$ cat src/tsm_pkg.sv
// Shared types, codes and constants of the typed stack machine.
package tsm_pkg;

  localparam int unsigned DefStackDepth = 32;
  localparam int unsigned DefPcBits     = 16;

  // Entry types
  localparam logic [1:0] TyStr  = 2'd0;
  localparam logic [1:0] TyBool = 2'd1;
  localparam logic [1:0] TyInt  = 2'd2;
  localparam logic [1:0] TyMark = 2'd3;

  // Opcodes
  localparam logic [4:0] OpPushStr  = 5'd0;
  localparam logic [4:0] OpPushInt  = 5'd1;
  localparam logic [4:0] OpPushBool = 5'd2;
  localparam logic [4:0] OpMarker   = 5'd3;
  localparam logic [4:0] OpRun      = 5'd4;
  localparam logic [4:0] OpJump     = 5'd5;
  localparam logic [4:0] OpJumpZ    = 5'd6;
  localparam logic [4:0] OpJumpNz   = 5'd7;
  localparam logic [4:0] OpDup      = 5'd8;
  localparam logic [4:0] OpDrop     = 5'd9;
  localparam logic [4:0] OpSwap     = 5'd10;
  localparam logic [4:0] OpOver     = 5'd11;
  localparam logic [4:0] OpRot      = 5'd12;
  localparam logic [4:0] OpNot      = 5'd13;
  localparam logic [4:0] OpGe       = 5'd14;
  localparam logic [4:0] OpLe       = 5'd15;
  localparam logic [4:0] OpGt       = 5'd16;
  localparam logic [4:0] OpLt       = 5'd17;
  localparam logic [4:0] OpEq       = 5'd18;
  localparam logic [4:0] OpAdd      = 5'd19;
  localparam logic [4:0] OpSub      = 5'd20;
  localparam logic [4:0] OpMul      = 5'd21;
  localparam logic [4:0] OpDiv      = 5'd22;
  localparam logic [4:0] OpLog      = 5'd23;
  localparam logic [4:0] OpError    = 5'd24;
  localparam logic [4:0] OpPrint    = 5'd25;
  localparam logic [4:0] OpDebug    = 5'd26;

  // Result kinds
  localparam logic [2:0] KindStatus = 3'd0;
  localparam logic [2:0] KindProg   = 3'd1;
  localparam logic [2:0] KindArg    = 3'd2;
  localparam logic [2:0] KindPrint  = 3'd3;
  localparam logic [2:0] KindLog    = 3'd4;
  localparam logic [2:0] KindErrMsg = 3'd5;

  // Error codes
  localparam logic [2:0] ErrNone  = 3'd0;
  localparam logic [2:0] ErrUnder = 3'd1;
  localparam logic [2:0] ErrType  = 3'd2;
  localparam logic [2:0] ErrOp    = 3'd3;
  localparam logic [2:0] ErrDivZ  = 3'd4;
  localparam logic [2:0] ErrOver  = 3'd5;
  localparam logic [2:0] ErrUser  = 3'd6;
  localparam logic [2:0] ErrDebug = 3'd7;

  // ALU operations
  typedef enum logic [2:0] {
    AluAdd = 3'd0,
    AluSub = 3'd1,
    AluMul = 3'd2,
    AluDiv = 3'd3
  } alu_op_e;

  // Request to the shared arithmetic unit
  typedef struct packed {
    logic        start;
    alu_op_e     op;
    logic [31:0] a;
    logic [31:0] b;
  } alu_req_t;

  // Reply from the shared arithmetic unit
  typedef struct packed {
    logic        done;
    logic [31:0] res;
  } alu_rsp_t;

endpackage

$ cat src/tsm_alu.sv
// Shared arithmetic unit: add/sub, 8-bit-a-step multiply, bit-serial divide.
module tsm_alu (
  input  logic              clk_i,
  input  logic              rst_ni,
  input  tsm_pkg::alu_req_t req_i,
  output tsm_pkg::alu_rsp_t rsp_o
);
  import tsm_pkg::*;

  typedef enum logic [3:0] {
    AIdle = 4'b0001,
    AMul  = 4'b0010,
    ADiv  = 4'b0100,
    ADone = 4'b1000
  } alu_state_e;

  alu_state_e  state_q, state_d;
  logic [31:0] acc_q, acc_d;     // product or quotient
  logic [31:0] opa_q, opa_d;     // multiplicand or dividend bits
  logic [31:0] opb_q, opb_d;     // multiplier or divisor magnitude
  logic [32:0] rem_q, rem_d;
  logic [5:0]  cnt_q, cnt_d;
  logic        neg_q, neg_d;

  logic [32:0] rem_sh;
  logic [32:0] rem_sub;
  logic [39:0] part;

  always_comb begin
    rem_sh  = {rem_q[31:0], opa_q[31]};
    rem_sub = rem_sh - {1'b0, opb_q};
    part    = {8'd0, opa_q} * {32'd0, opb_q[7:0]};
  end

  // Sequence the multi-cycle operations
  always_comb begin
    state_d = state_q;
    acc_d   = acc_q;
    opa_d   = opa_q;
    opb_d   = opb_q;
    rem_d   = rem_q;
    cnt_d   = cnt_q;
    neg_d   = neg_q;
    unique case (state_q)
      AIdle: begin
        if (req_i.start) begin
          cnt_d = 6'd0;
          case (req_i.op)
            AluAdd: begin
              acc_d   = req_i.a + req_i.b;
              state_d = ADone;
            end
            AluSub: begin
              acc_d   = req_i.a - req_i.b;
              state_d = ADone;
            end
            AluMul: begin
              acc_d   = '0;
              opa_d   = req_i.a;
              opb_d   = req_i.b;
              state_d = AMul;
            end
            default: begin
              acc_d   = '0;
              rem_d   = '0;
              opa_d   = req_i.a[31] ? (32'd0 - req_i.a) : req_i.a;
              opb_d   = req_i.b[31] ? (32'd0 - req_i.b) : req_i.b;
              neg_d   = req_i.a[31] ^ req_i.b[31];
              state_d = ADiv;
            end
          endcase
        end
      end
      AMul: begin
        acc_d = acc_q + part[31:0];
        opa_d = {opa_q[23:0], 8'd0};
        opb_d = {8'd0, opb_q[31:8]};
        cnt_d = cnt_q + 6'd1;
        if (cnt_q == 6'd3) begin
          state_d = ADone;
        end
      end
      ADiv: begin
        opa_d = {opa_q[30:0], 1'b0};
        if (!rem_sub[32]) begin
          rem_d = rem_sub;
          acc_d = {acc_q[30:0], 1'b1};
        end else begin
          rem_d = rem_sh;
          acc_d = {acc_q[30:0], 1'b0};
        end
        cnt_d = cnt_q + 6'd1;
        if (cnt_q == 6'd31) begin
          state_d = ADone;
        end
      end
      ADone: begin
        if (neg_q) begin
          acc_d = 32'd0 - acc_q;
        end
        neg_d   = 1'b0;
        state_d = AIdle;
      end
      default: state_d = AIdle;
    endcase
  end

  always_ff @(posedge clk_i or negedge rst_ni) begin
    if (!rst_ni) begin
      state_q <= AIdle;
      neg_q   <= 1'b0;
      cnt_q   <= '0;
    end else begin
      state_q <= state_d;
      neg_q   <= neg_d;
      cnt_q   <= cnt_d;
    end
  end

  always_ff @(posedge clk_i) begin
    acc_q <= acc_d;
    opa_q <= opa_d;
    opb_q <= opb_d;
    rem_q <= rem_d;
  end

  // Result is the corrected accumulator, valid in the finishing state
  always_comb begin
    rsp_o.done = (state_q == ADone);
    rsp_o.res  = neg_q ? (32'd0 - acc_q) : acc_q;
  end

endmodule

$ cat src/typed_stack_machine_execute.sv
// Top level of the typed stack machine: sequencer, operand stack and result port.
//
//  channel | signals                                         | direction | beat
//  command | start, busy, opcode_i .. string_handle_i        | in        | start & !busy
//  result  | result_valid_o, result_kind_o .. last_o         | out       | result_valid_o
//
// A simple op reads the top three entries one a cycle, executes, reads the new top
// back and shows its beat; the next command is taken only after that beat is shown.
// Swap adds state SWr1, rot SWr2 and SWr1; add/sub, mul and div wait in SAlu on the shared
// unit (8-bit multiply steps, bit-serial divide). A halted block answers via STop and SOut.
// A run scans down to the marker, then shows one beat per entry above it, one a cycle,
// each carrying the final pc, depth and top. Stack reads have registered data.
// Reset clears pointer, pc and error; stack contents are left unset.
// Results are shown for one cycle each; the receiver cannot stall them.
module typed_stack_machine_execute #(
  parameter int unsigned STACK_DEPTH = tsm_pkg::DefStackDepth,
  parameter int unsigned PC_BITS     = tsm_pkg::DefPcBits
) (
  input  logic                clk_i,
  input  logic                rst_ni,
  input  logic                start,
  output logic                busy,
  input  logic [4:0]          opcode_i,
  input  logic signed [31:0]  immediate_i,
  input  logic [15:0]         jump_target_i,
  input  logic [15:0]         string_handle_i,
  output logic                result_valid_o,
  output logic [2:0]          result_kind_o,
  output logic [15:0]         handle_o,
  output logic [15:0]         next_pc_o,
  output logic [2:0]          error_code_o,
  output logic [5:0]          stack_depth_o,
  output logic [1:0]          top_type_o,
  output logic signed [31:0]  top_value_o,
  output logic                last_o
);
  import tsm_pkg::*;

  localparam int unsigned AW = $clog2(STACK_DEPTH);

  typedef enum logic [11:0] {
    SIdle  = 12'b000000000001,
    SRd1   = 12'b000000000010,  // read top
    SRd2   = 12'b000000000100,  // read second
    SRd3   = 12'b000000001000,  // read third
    SExec  = 12'b000000010000,
    SWr1   = 12'b000000100000,
    SWr2   = 12'b000001000000,
    SAlu   = 12'b000010000000,
    SScan  = 12'b000100000000,
    SEmit  = 12'b001000000000,
    STop   = 12'b010000000000,
    SOut   = 12'b100000000000
  } state_e;

  state_e state_q, state_d;

  // Operand stack memory
  logic [33:0] mem [STACK_DEPTH];
  logic [33:0] rd_q;
  logic [AW-1:0] raddr, waddr;
  logic          we;
  logic [33:0]   wdata;

  always_ff @(posedge clk_i) begin
    if (we) begin
      mem[waddr] <= wdata;
    end
    rd_q <= mem[raddr];
  end

  // Architectural state and item registers
  logic [5:0]         sp_q, sp_d;
  logic [PC_BITS-1:0] pc_q, pc_d;
  logic [2:0]         herr_q, herr_d;
  logic [4:0]         op_q, op_d;
  logic [31:0]        imm_q, imm_d;
  logic [PC_BITS-1:0] tgt_q, tgt_d;
  logic [15:0]        sh_q, sh_d;
  logic [33:0]        e1_q, e1_d, e2_q, e2_d, e3_q, e3_d;
  logic [5:0]         idx_q, idx_d;      // scan / emit index
  logic [5:0]         base_q, base_d;
  logic [5:0]         lim_q, lim_d;      // depth before a run, end of the emit walk
  logic               found_q, found_d;
  logic               terr_q, terr_d;
  logic [2:0]         kind_q, kind_d;
  logic [15:0]        hnd_q, hnd_d;
  logic               rv_q, rv_d;
  logic               last_q, last_d;
  logic [1:0]         ttype_q, ttype_d;
  logic [31:0]        tval_q, tval_d;

  alu_req_t alu_req;
  alu_rsp_t alu_rsp;

  tsm_alu u_alu (
    .clk_i  (clk_i),
    .rst_ni (rst_ni),
    .req_i  (alu_req),
    .rsp_o  (alu_rsp)
  );

  logic [PC_BITS-1:0] pc_inc;
  logic               lt_ab, lt_ba, eq_ab;
  logic [31:0]        va, vb;
  logic [5:0]         need;
  logic               two_int;

  always_comb begin
    pc_inc  = pc_q + {{(PC_BITS-1){1'b0}}, 1'b1};
    va      = e2_q[31:0];
    vb      = e1_q[31:0];
    lt_ab   = $signed(va) < $signed(vb);
    lt_ba   = $signed(vb) < $signed(va);
    eq_ab   = (va == vb);
    two_int = (e1_q[33:32] == TyInt) && (e2_q[33:32] == TyInt);
    if (op_q == OpRot) begin
      need = 6'd3;
    end else if (op_q == OpSwap || op_q == OpOver ||
                 (op_q >= OpGe && op_q <= OpDiv)) begin
      need = 6'd2;
    end else begin
      need = 6'd1;
    end
  end

  // Sequence one instruction
  always_comb begin
    state_d = state_q;
    sp_d = sp_q;  pc_d = pc_q;  herr_d = herr_q;
    op_d = op_q;  imm_d = imm_q;  tgt_d = tgt_q;  sh_d = sh_q;
    e1_d = e1_q;  e2_d = e2_q;  e3_d = e3_q;
    idx_d = idx_q;  base_d = base_q;  lim_d = lim_q;  found_d = found_q;  terr_d = terr_q;
    kind_d = kind_q;  hnd_d = hnd_q;  last_d = last_q;
    ttype_d = ttype_q;  tval_d = tval_q;
    rv_d = 1'b0;
    raddr = AW'(sp_q - 6'd1);
    waddr = AW'(sp_q);
    wdata = e1_q;
    we    = 1'b0;
    alu_req.start = 1'b0;
    alu_req.op    = AluAdd;
    alu_req.a     = va;
    alu_req.b     = vb;

    unique case (state_q)
      SIdle: begin
        if (start && !busy) begin
          op_d   = opcode_i;
          imm_d  = immediate_i;
          tgt_d  = PC_BITS'(jump_target_i);
          sh_d   = string_handle_i;
          kind_d = KindStatus;
          hnd_d  = '0;
          last_d = 1'b1;
          if (herr_q != ErrNone) begin
            state_d = STop;
          end else if (opcode_i == OpRun) begin
            idx_d   = sp_q;
            found_d = 1'b0;
            terr_d  = 1'b0;
            base_d  = 6'd0;
            state_d = (sp_q == 6'd0) ? SExec : SScan;
          end else begin
            state_d = SRd1;
          end
        end
      end
      SRd1: begin
        raddr   = AW'(sp_q - 6'd1);
        state_d = SRd2;
      end
      SRd2: begin
        e1_d    = rd_q;
        raddr   = AW'(sp_q - 6'd2);
        state_d = SRd3;
      end
      SRd3: begin
        e2_d    = rd_q;
        raddr   = AW'(sp_q - 6'd3);
        state_d = SExec;
      end
      SExec: begin
        e3_d    = rd_q;
        state_d = STop;
        if (op_q <= OpMarker) begin
          if (sp_q >= 6'(STACK_DEPTH)) begin
            herr_d = ErrOver;
          end else begin
            we = 1'b1;
            waddr = AW'(sp_q);
            case (op_q)
              OpPushStr:  wdata = {TyStr, 16'd0, sh_q};
              OpPushInt:  wdata = {TyInt, imm_q};
              OpPushBool: wdata = {TyBool, 31'd0, (imm_q != 32'd0)};
              default:    wdata = {TyMark, 32'd0};
            endcase
            sp_d = sp_q + 6'd1;
            pc_d = pc_inc;
          end
        end else if (op_q == OpRun) begin
          // Scan result: underflow, type error, or cut the stack and emit
          if (sp_q == 6'd0 || base_q >= sp_q) begin
            herr_d = ErrUnder;
          end else if (terr_q) begin
            herr_d = ErrType;
          end else begin
            lim_d  = sp_q;
            kind_d = KindProg;
            sp_d   = found_q ? base_q - 6'd1 : 6'd0;
            pc_d   = pc_inc;
          end
        end else if (op_q == OpJump) begin
          pc_d = tgt_q;
        end else if (op_q >= OpLog && op_q <= OpPrint) begin
          if (sp_q < 6'd1) begin
            herr_d = ErrUnder;
          end else if (e1_q[33:32] != TyStr) begin
            herr_d = ErrType;
          end else begin
            hnd_d = e1_q[15:0];
            sp_d  = sp_q - 6'd1;
            if (op_q == OpLog) begin
              kind_d = KindLog;
              pc_d   = pc_inc;
            end else if (op_q == OpPrint) begin
              kind_d = KindPrint;
              pc_d   = pc_inc;
            end else begin
              kind_d = KindErrMsg;
              herr_d = ErrUser;
            end
          end
        end else if (op_q == OpDebug) begin
          herr_d = ErrDebug;
        end else if (op_q > OpDebug) begin
          herr_d = ErrOp;
        end else if (sp_q < need) begin
          herr_d = ErrUnder;
        end else begin
          unique case (op_q)
            OpJumpZ, OpJumpNz: begin
              if (e1_q[33:32] != TyBool) begin
                herr_d = ErrType;
              end else begin
                sp_d = sp_q - 6'd1;
                pc_d = (((op_q == OpJumpZ) == (e1_q[31:0] == 32'd0))) ? tgt_q : pc_inc;
              end
            end
            OpDup, OpOver: begin
              if (sp_q >= 6'(STACK_DEPTH)) begin
                herr_d = ErrOver;
              end else begin
                we    = 1'b1;
                wdata = (op_q == OpDup) ? e1_q : e2_q;
                sp_d  = sp_q + 6'd1;
                pc_d  = pc_inc;
              end
            end
            OpDrop: begin
              sp_d = sp_q - 6'd1;
              pc_d = pc_inc;
            end
            OpSwap: begin
              we    = 1'b1;
              waddr = AW'(sp_q - 6'd1);
              wdata = e2_q;
              e2_d  = e1_q;
              state_d = SWr1;
            end
            OpRot: begin
              // ( x1 x2 x3 -- x2 x3 x1 ): e3=x1 e2=x2 e1=x3
              we    = 1'b1;
              waddr = AW'(sp_q - 6'd1);
              wdata = rd_q;
              state_d = SWr2;
            end
            OpNot: begin
              if (e1_q[33:32] != TyBool) begin
                herr_d = ErrType;
              end else begin
                we    = 1'b1;
                waddr = AW'(sp_q - 6'd1);
                wdata = {TyBool, 31'd0, (e1_q[31:0] == 32'd0)};
                pc_d  = pc_inc;
              end
            end
            default: begin
              if (!two_int) begin
                herr_d = ErrType;
              end else if (op_q >= OpAdd) begin
                if (op_q == OpDiv && vb == 32'd0) begin
                  herr_d = ErrDivZ;
                end else begin
                  alu_req.start = 1'b1;
                  case (op_q)
                    OpAdd:   alu_req.op = AluAdd;
                    OpSub:   alu_req.op = AluSub;
                    OpMul:   alu_req.op = AluMul;
                    default: alu_req.op = AluDiv;
                  endcase
                  state_d = SAlu;
                end
              end else begin
                we    = 1'b1;
                waddr = AW'(sp_q - 6'd2);
                case (op_q)
                  OpGe:    wdata = {TyBool, 31'd0, !lt_ab};
                  OpLe:    wdata = {TyBool, 31'd0, !lt_ba};
                  OpGt:    wdata = {TyBool, 31'd0, lt_ba};
                  OpLt:    wdata = {TyBool, 31'd0, lt_ab};
                  default: wdata = {TyBool, 31'd0, eq_ab};
                endcase
                sp_d = sp_q - 6'd1;
                pc_d = pc_inc;
              end
            end
          endcase
        end
      end
      SWr1: begin
        we      = 1'b1;
        waddr   = AW'(sp_q - 6'd2);
        wdata   = e2_q;
        pc_d    = pc_inc;
        state_d = STop;
      end
      SWr2: begin
        // Put x2 at the bottom of the three, then x3 in the middle
        we      = 1'b1;
        waddr   = AW'(sp_q - 6'd3);
        wdata   = e2_q;
        state_d = SWr1;
        e2_d    = e1_q;
      end
      SAlu: begin
        if (alu_rsp.done) begin
          we      = 1'b1;
          waddr   = AW'(sp_q - 6'd2);
          wdata   = {TyInt, alu_rsp.res};
          sp_d    = sp_q - 6'd1;
          pc_d    = pc_inc;
          state_d = STop;
        end
      end
      SScan: begin
        // Walk down from the top: issue read of idx-1, inspect the previous one
        raddr = AW'(idx_q - 6'd1);
        if (idx_q != sp_q) begin
          if (rd_q[33:32] == TyMark) begin
            found_d = 1'b1;
            base_d  = idx_q + 6'd1;
          end else if (rd_q[33:32] != TyStr) begin
            terr_d = 1'b1;
          end
        end
        if (rd_q[33:32] == TyMark && idx_q != sp_q) begin
          state_d = SExec;
        end else if (idx_q == 6'd0) begin
          state_d = SExec;
        end else begin
          idx_d = idx_q - 6'd1;
        end
        // A last pass with idx at 0 inspects entry 0
        if (idx_q == 6'd0 && sp_q != 6'd0) begin
          state_d = SExec;
        end
      end
      SEmit: begin
        // rd_q holds entry idx; show it and prefetch the next
        raddr  = AW'(idx_q + 6'd1);
        rv_d   = 1'b1;
        kind_d = (idx_q == base_q) ? KindProg : KindArg;
        hnd_d  = rd_q[15:0];
        last_d = (idx_q + 6'd1 == lim_q);
        idx_d  = idx_q + 6'd1;
        if (idx_q + 6'd1 == lim_q) begin
          state_d = SIdle;
        end
      end
      STop: begin
        raddr   = AW'(sp_q - 6'd1);
        state_d = SOut;
      end
      SOut: begin
        ttype_d = (sp_q == 6'd0) ? 2'd0 : rd_q[33:32];
        tval_d  = (sp_q == 6'd0) ? 32'd0 : rd_q[31:0];
        if (op_q == OpRun && kind_q == KindProg) begin
          // Top is latched; start the run beats from the program entry
          idx_d   = base_q;
          raddr   = AW'(base_q);
          state_d = SEmit;
        end else begin
          rv_d    = 1'b1;
          state_d = SIdle;
        end
      end
      default: state_d = SIdle;
    endcase
  end

  // Run beats carry the top after the whole step; latch it early
  logic [1:0]  emit_type;
  logic [31:0] emit_val;
  logic        emit_pend_q, emit_pend_d;

  always_ff @(posedge clk_i or negedge rst_ni) begin
    if (!rst_ni) begin
      state_q <= SIdle;
      sp_q    <= '0;
      pc_q    <= '0;
      herr_q  <= ErrNone;
      rv_q    <= 1'b0;
    end else begin
      state_q <= state_d;
      sp_q    <= sp_d;
      pc_q    <= pc_d;
      herr_q  <= herr_d;
      rv_q    <= rv_d;
    end
  end

  always_ff @(posedge clk_i) begin
    op_q <= op_d;  imm_q <= imm_d;  tgt_q <= tgt_d;  sh_q <= sh_d;
    e1_q <= e1_d;  e2_q <= e2_d;  e3_q <= e3_d;
    idx_q <= idx_d;  base_q <= base_d;  lim_q <= lim_d;  found_q <= found_d;
    terr_q <= terr_d;
    kind_q <= kind_d;  hnd_q <= hnd_d;  last_q <= last_d;
    ttype_q <= ttype_d;  tval_q <= tval_d;
  end

  assign emit_type   = ttype_q;
  assign emit_val    = tval_q;
  assign emit_pend_d = 1'b0;
  always_ff @(posedge clk_i or negedge rst_ni) begin
    if (!rst_ni) begin
      emit_pend_q <= 1'b0;
    end else begin
      emit_pend_q <= emit_pend_d;
    end
  end

  // Drive the result beat
  always_comb begin
    busy           = (state_q != SIdle) || rv_q || emit_pend_q;
    result_valid_o = rv_q;
    result_kind_o  = kind_q;
    handle_o       = hnd_q;
    next_pc_o      = 16'(pc_q);
    error_code_o   = herr_q;
    stack_depth_o  = sp_q;
    top_type_o     = emit_type;
    top_value_o    = emit_val;
    last_o         = last_q;
  end

endmodule

$ cat config.mk
export PLATFORM = sky130hd
export DESIGN_NAME = typed_stack_machine_execute
export DESIGN_NICKNAME = d
export VERILOG_FILES = /design/src/tsm_pkg.sv /design/src/tsm_alu.sv /design/src/typed_stack_machine_execute.sv
export SDC_FILE = /design/constraint.sdc
export NUM_CORES = 2
export LEC_CHECK = 0
export BUFFER_PORTS_ARGS = -buffer_cell sky130_fd_sc_hd__buf_2
export CAP_MARGIN = 10
export CORE_MARGIN = 3
export CORE_UTILIZATION = 45
export DETAILED_ROUTE_END_ITERATION = 10
export REMOVE_ABC_BUFFERS = 1
export SYNTH_ARGS = -nofsm -noshare
export SYNTH_HDL_FRONTEND = slang
export SYNTH_SLANG_ARGS = --single-unit
$ cat constraint.sdc
create_clock -name clk_i -period 11.75 [get_ports clk_i]
set_clock_uncertainty 0.15 [all_clocks]
set_input_delay 3.525 -clock clk_i [delete_from_list [all_inputs] [get_ports clk_i]]
set_output_delay 3.525 -clock clk_i [all_outputs]
set_load 0.05 [all_outputs]
### Word-level counts from Yosys, hierarchy flattened

Memory sizes are Yosys's and may differ from the RTL's. A register that Yosys moved wholly into a read port is not among the register bits.
Cells that the tools add are included.

* flip-flop bits (word level): 388
* memory bits (writable): 1088
* output and inout bits: 81
* logic and storage cells: 486
* memories: 1

Memories
* mem: depth 32, width 34, rd ports 1, clocked after Yosys merged registers in 1, write ports 1, line typed_stack_machine_execute.sv:59 `logic [33:0] mem [STACK_DEPTH];`

* add/subtract/negate cells: 16
* multipliers: 1
* magnitude comparators: 13
* equal/unequal tests: 121
* muxes and demuxes: 230
* bitwise logic cells: 4
* reduce and logical (&&, ||, !) cells: 72

Operator list (count)
* $mux W34: 22
* $mux W16: 27
* $pmux W32 S2: 5
* $pmux W34 S3: 3
* $mux W32: 9
* $mux W6: 30
* $pmux W34 S5: 1
* $pmux W12 S12: 1
* $pmux W32 S4: 1
* $mux W11: 11
* $pmux W16 S3: 2
* $pmux W32 S3: 1
* $sub A1 B32 Y32 const A: 3
* $mux W3: 29
* $pmux W16 S5: 1
* $mux W12: 6
* $add A32 B32 Y32: 2
* $lt A32 B32 Y1: 2
* $mux W4: 15
* $mux W5: 12
* $ne A2 B2 Y1 const B: 26
* $pmux W6 S4: 2
* $eq A5 B5 Y1 const B: 9
* $ne A6 B6 Y1 const B: 7
* 103 further kinds: 230

### Logic depth before layout (Yosys ltp)

* depth after elaboration: 19
* depth in mapped cells: 22
* mapped depth without buffers: 20

### By module

A second synthesis with hierarchy kept.

* cells, all modules: 6828
* area, all modules: 79100.9 um2

Modules (own cells, without submodules)
* typed_stack_machine_execute: instances 1, cells an instance 4555, area an instance 59450.8 um2
* tsm_alu: instances 1, cells an instance 2273, area an instance 19650.1 um2

### Worst setup path after synthesis

No wires, ideal clock.

* path kind: reg2reg
* start point: register op_q[2]
* end point: memory mem[23][0], enable pin
* data arrival time: 6823 ps
* data required time: 11090 ps
* path slack: 4266 ps
* cell stages (with the launch flop): 19
* path buffers: 6
* period minus slack after synthesis: 7484 ps
* cell sequence: edfxtp_1 clkbuf_1 clkbuf_1 clkbuf_1 nand2b_1 a21oi_1 o21ai_0 ha_1 a2111oi_0 clkbuf_1 nand2b_1 clkbuf_1 a21oi_1 o21a_1 nor2_1 o32ai_1 nand2b_1 clkbuf_1 nor4_1

* word-level cells in the longest chain between the ends: 16
* elaborated cells on any way between the ends: 53

Ends and longest elaborated chain
* from (decl): line typed_stack_machine_execute.sv:76 `logic [4:0] op_q, op_d;`
* from (signal assigned): line typed_stack_machine_execute.sv:424 `op_q <= op_d; imm_q <= imm_d; tgt_q <= tgt_d; sh_q <= sh_d;`
* $ge A5 B4 Y1, or another cell as far along: line typed_stack_machine_execute.sv:120 `(op_q >= OpGe && op_q <= OpDiv)) begin`
* $logic_and A1 B1 Y1 / $logic_or A1 B1 Y1 (equally long branches): line typed_stack_machine_execute.sv:120, typed_stack_machine_execute.sv:119
* $logic_or A1 B1 Y1: line typed_stack_machine_execute.sv:119 `end else if (op_q == OpSwap || op_q == OpOver ||`
* $mux W2: line typed_stack_machine_execute.sv:119
* $mux W6: line typed_stack_machine_execute.sv:117 `if (op_q == OpRot) begin`
* $lt A6 B6 Y1: line typed_stack_machine_execute.sv:238 `end else if (sp_q < need) begin`
* $mux W1: line typed_stack_machine_execute.sv:238
* $mux W1: line typed_stack_machine_execute.sv:236 `end else if (op_q > OpDebug) begin`
* $mux W1: line typed_stack_machine_execute.sv:234 `end else if (op_q == OpDebug) begin`
* $mux W1: line typed_stack_machine_execute.sv:215 `end else if (op_q >= OpLog && op_q <= OpPrint) begin`
* $mux W1: line typed_stack_machine_execute.sv:213 `end else if (op_q == OpJump) begin`
* $mux W1: line typed_stack_machine_execute.sv:201 `end else if (op_q == OpRun) begin`
* $mux W1: line typed_stack_machine_execute.sv:186 `if (op_q <= OpMarker) begin`
* $pmux W1 S3: line typed_stack_machine_execute.sv:146 `unique case (state_q)`
* $mux W1: line typed_stack_machine_execute.sv:66 `if (we) begin`
* $mux W1 (not written as such): line typed_stack_machine_execute.sv:67 `mem[waddr] <= wdata;`
* to (decl): line typed_stack_machine_execute.sv:59

Parallel ways exist; a longest one is shown, timed or not.

### Worst setup path after layout

* start point: register u_alu.opb_q[2]
* end point: register u_alu.acc_q[30] (data pin)

* word-level cells in the longest chain between the ends: 3

Ends and longest elaborated chain
* from (decl): line tsm_alu.sv:20 `logic [31:0] opb_q, opb_d;`
* from (signal assigned): line tsm_alu.sv:123 `opb_q <= opb_d;`
* $mul A32 B8 Y32: line tsm_alu.sv:32 `part = {8'd0, opa_q} * {32'd0, opb_q[7:0]};`
* $add A32 B32 Y32: line tsm_alu.sv:75 `acc_d = acc_q + part[31:0];`
* $pmux W32 S4: line tsm_alu.sv:44 `unique case (state_q)`
* via u_alu.acc_d[30]: line tsm_alu.sv:18 `logic [31:0] acc_q, acc_d;`
* to (signal assigned): line tsm_alu.sv:121 `acc_q <= acc_d;`
* to (decl): line tsm_alu.sv:18

The timed path passes the listed nets, and every way through them passes these cells.
A chain may end at the register's enable or synchronous reset.

==> impl_metrics.py <==
metrics = {
    "sta": {
        "worst_pin_slew_ps": 1245,
        "timing.final.ws_setup_ps": 4752,
        "finalSetupViolations": 0,
        "unrepaired_setup_endpoints_after_global_routing": "no",
        "finalWorstPathRequiredPeriod_ps": 6998,
        "hold_viol": 0,
        "slew_viol_final": 0,
        "final.setup.tns_ps": 0,
        "achievable_freq_mhz": 142.9,
        "max-slew-margin-rel_pct": 17.01,
        "final_min_period_over_clock_period_pct": 59.55,
    },
    "synthesis": {
        "dominantRegCellSynth": "sky130_fd_sc_hd__edfxtp_1",
        "synth_area_leaders": "sky130_fd_sc_hd__edfxtp_1 54%, sky130_fd_sc_hd__fa_1 4.7%, sky130_fd_sc_hd__nand2_1 4.4%, sky130_fd_sc_hd__nand3_1 3.4%, sky130_fd_sc_hd__ha_1 3.0%",
        "ys_warn_count": 0,
        "synth-seq-area-share_pct": 55.94,
        "synth-edff-count": 1427,
        "synthesis.area_per_instance_sq_um": 11.12,
        "synth_area_leader_cell": "sky130_fd_sc_hd__edfxtp_1",
        "ys_ff_latch": 1510,
        "yosysTopAreaCellShare_pct": 53.55,
        "post_syn_area_sq_mm": 0.08002,
        "synthesis.instances": 7195,
        "async_flop_share_pct": 3.245,
        "post_synth_num_cell_types": 97,
    },
    "route": {
        "routedWlPerCell_microns": 26.90,
        "firstDrtPassIters": 8,
        "route.final.wire_length_mm": 261.0,
        "first_iter_violations": 6816,
        "post_drt_via_cell_ratio": 6.122,
        "route.vias.total": 59410,
        "drc": 0,
        "detail-route-antenna-nets": 0,
    },
    "clocking": {
        "clk_pin_slew_worst_paths_ps": 50,
        "cts-buffers-inserted": 164,
        "clock_path_buffers": 3,
        "postCtsSetupBuffers": 0,
        "total_clock_sinks": 1510,
        "cts.root.buffer_cell": "sky130_fd_sc_hd__clkbuf_16",
        "tritoncts": "done",
        "ctsHtreeMaxLevel": 4,
        "cts.repair.resized": 0,
        "clock_insertion_delay_worst_skew_ps": 820,
        "hold_buffers": 0,
    },
    "die": {
        "fp.dieArea_sq_mm": 0.1829,
        "die-height_microns": 427.7,
        "rows": 154,
        "start_util_pct": 45.33,
        "core_sq_mm": 0.1765,
        "design.portCount": 153,
        "die_w_microns": 427.7,
    },
    "power": {
        "leakage_power_figure_nw": 32.04,
        "power.ir.vdd_worst_uv": 292.1,
        "power_density_mw_per_mm2": 177.7,
    },
    "layout": {
        "area_growth_syn_to_layout_pct": 11.28,
        "nets": 7675,
        "final_layout_size_suffix_gt1_share_pct": 9.914,
        "layout.cells.most_common": "sky130_fd_sc_hd__edfxtp_1",
        "layout_common_cells": "1,427 x sky130_fd_sc_hd__edfxtp_1, 938 x sky130_fd_sc_hd__nand2_1, 538 x sky130_fd_sc_hd__nand3_1",
    },
    "placement": {
        "place.gp.congestion": 0.9519,
        "dpl.hpwl_mm": 167.9,
        "port_buffers": 152,
        "place_ws_ps": 4838,
    },
    "worst_setup_path": {
        "cp_data_required_time_ps": 12110,
        "crit_type": "flip-flop to flip-flop",
        "critPathCaptureType": "flip-flop",
        "data_arrival_time_of_the_critical_path_ps": 7350,
        "worst-path-max-fanout": 31,
        "critical_path.startpoint_type": "flip-flop",
    },
    "grt": {
        "number_of_global_route_vias_before_repair": 56620,
        "gr-usage-all-layers_pct": 28.04,
        "grt_pass1_wl_mm": 381.7,
        "grt_antenna_before_repair": 5,
        "grt_max_degree": 145,
        "globalRoute.totalOverflow": 0,
    },
    "run_status": {
        "outcome": "finished clean",
    },
    "hold_path": {
        "hold_path_class": "flip-flop to flip-flop",
    },
    "job": {
        "max_cap_viol_count": 0,
    },
}
power by group:
group / internal [mW] / switching, mW
clock: 2.83 / 2.19
sequential: 6.26 / 0.291
combinational: 1.16 / 3.10
layer usage:
metal  up-vias  global-route usage, %  part of all wire (%)
met5         -                      0                0.0050
met4         2                  13.49                   5.5
li1      26540                      -                     -
met2      2504                  45.71                    48
met1     29790                  37.15                    40
met3       575                  3.682                   6.8
cells by family (layout without fill, tap and decap cells):
| family | count (synthesis) | after routing | synth area share, % |
|---|---|---|---|
| flip-flops | 1510 | 1510 | 55.94 |
| AO/OA/AOI/OAI | 1505 | 1505 | 12.54 |
| buffers and inverters | 879 | 1047 | 4.327 |
| AND/OR/NAND/NOR | 2587 | 2587 | 15.56 |
| other | 0 | 1 | 0 |
| adder cells (fa/ha/maj) | 380 | 380 | 7.715 |
| XOR/XNOR | 207 | 207 | 2.266 |
| multiplexers | 127 | 127 | 1.653 |
synthesized netlist by cell type (all sizes together), types with 39 or more instances:
| master | number |
|---|---|
| inv | 414 |
| o211ai | 57 |
| and2 | 250 |
| buf | 133 |
| mux2 | 41 |
| clkbuf | 329 |
| a22oi | 103 |
| nand2 | 938 |
| nor2 | 313 |
| edfxtp | 1427 |
| nand4 | 131 |
| and3 | 99 |
| ha | 191 |
| nor3 | 77 |
| xnor2 | 162 |
| nand2b | 50 |
| dfrtp | 47 |
| a21oi | 255 |
| o21ai | 334 |
| xor2 | 45 |
| o31ai | 39 |
| a211oi | 113 |
| a21o | 48 |
| a31oi | 179 |
| a32oi | 41 |
| fa | 189 |
| nor4 | 40 |
| mux2i | 86 |
| nand3 | 539 |
worst paths after layout:
path | slack, ps | to | start | cells after the start
setup / recovery | 4750 | u_alu.acc_q[30]$_DFFE_PP_ | u_alu.opb_q[2]$_DFFE_PP_ | 17
hold / removal | 350 | e1_q[24]$_DFFE_PP_ | rd_q[24]$_DFF_P_ | 0
setup reg to reg | 4750 | u_alu.acc_q[30]$_DFFE_PP_ | u_alu.opb_q[2]$_DFFE_PP_ | 17
hold reg to reg | 350 | e1_q[24]$_DFFE_PP_ | rd_q[24]$_DFF_P_ | 0
max in group asynchronous | 8210 | stack_depth_o[5]$_DFFE_PN0P_ | rst_ni | 2
min in group asynchronous | 2690 | next_pc_o[0]$_DFFE_PN0P_ | rst_ni | 2
per-stage QoR:
stage | util [%] | hold WS, ps | cells | instance area [sq um] | total power [mW]
after detailed placement | 47.36 | 334.9 | 9385 | 83590 | 10.82
after floorplan | - | 290.8 | 6733 | 78120 | 9.387
after CTS | 50.33 | 350.8 | 9691 | 88840 | 15.81
after global placement | 47.36 | 320.9 | 9385 | 83590 | 10.79
final | 50.45 | 349.7 | 9704 | 89040 | 15.82
after global routing | 50.45 | 371.2 | 9703 | 89040 | 16.42
cell type report:
cell class              instances  area, sq um
diodes                          1        2.502
clock buffers                 206         4354
clock inverters               100        894.6
fillers                     15750        87460
inverters                     417         1565
multi-input cells            4806        32340
flip-flops and latches       1510        44760
well taps                    2340         2928
repair buffers                324         2201
flip-flops by register name, summed over array words and instances (netlist names), 32 cells and up:
name	count
mem	1088
e1_q	34
e2_q	34
rd_q	34
imm_q	32
top_value_o	32
u_alu.acc_q	32
u_alu.opa_q	32
u_alu.opb_q	32
u_alu.rem_q	32
worst max-delay path, stage by stage, from the launching register on:
cell and delay, ps:
sky130_fd_sc_hd__edfxtp_1 1000, sky130_fd_sc_hd__and2_1 270, sky130_fd_sc_hd__fa_1 430, sky130_fd_sc_hd__fa_1 540, sky130_fd_sc_hd__fa_1 510, sky130_fd_sc_hd__inv_1 50
sky130_fd_sc_hd__fa_1 480, sky130_fd_sc_hd__inv_1 40, sky130_fd_sc_hd__ha_1 340, sky130_fd_sc_hd__a2111oi_0 510, sky130_fd_sc_hd__o21a_1 210, sky130_fd_sc_hd__nor2_1 90
sky130_fd_sc_hd__a311oi_1 780, sky130_fd_sc_hd__o31ai_1 350, sky130_fd_sc_hd__a221oi_1 360, sky130_fd_sc_hd__nor3_1 120, sky130_fd_sc_hd__mux2i_1 140, sky130_fd_sc_hd__or3_1 340
Note: power is estimated with default switching activity, not from simulation.
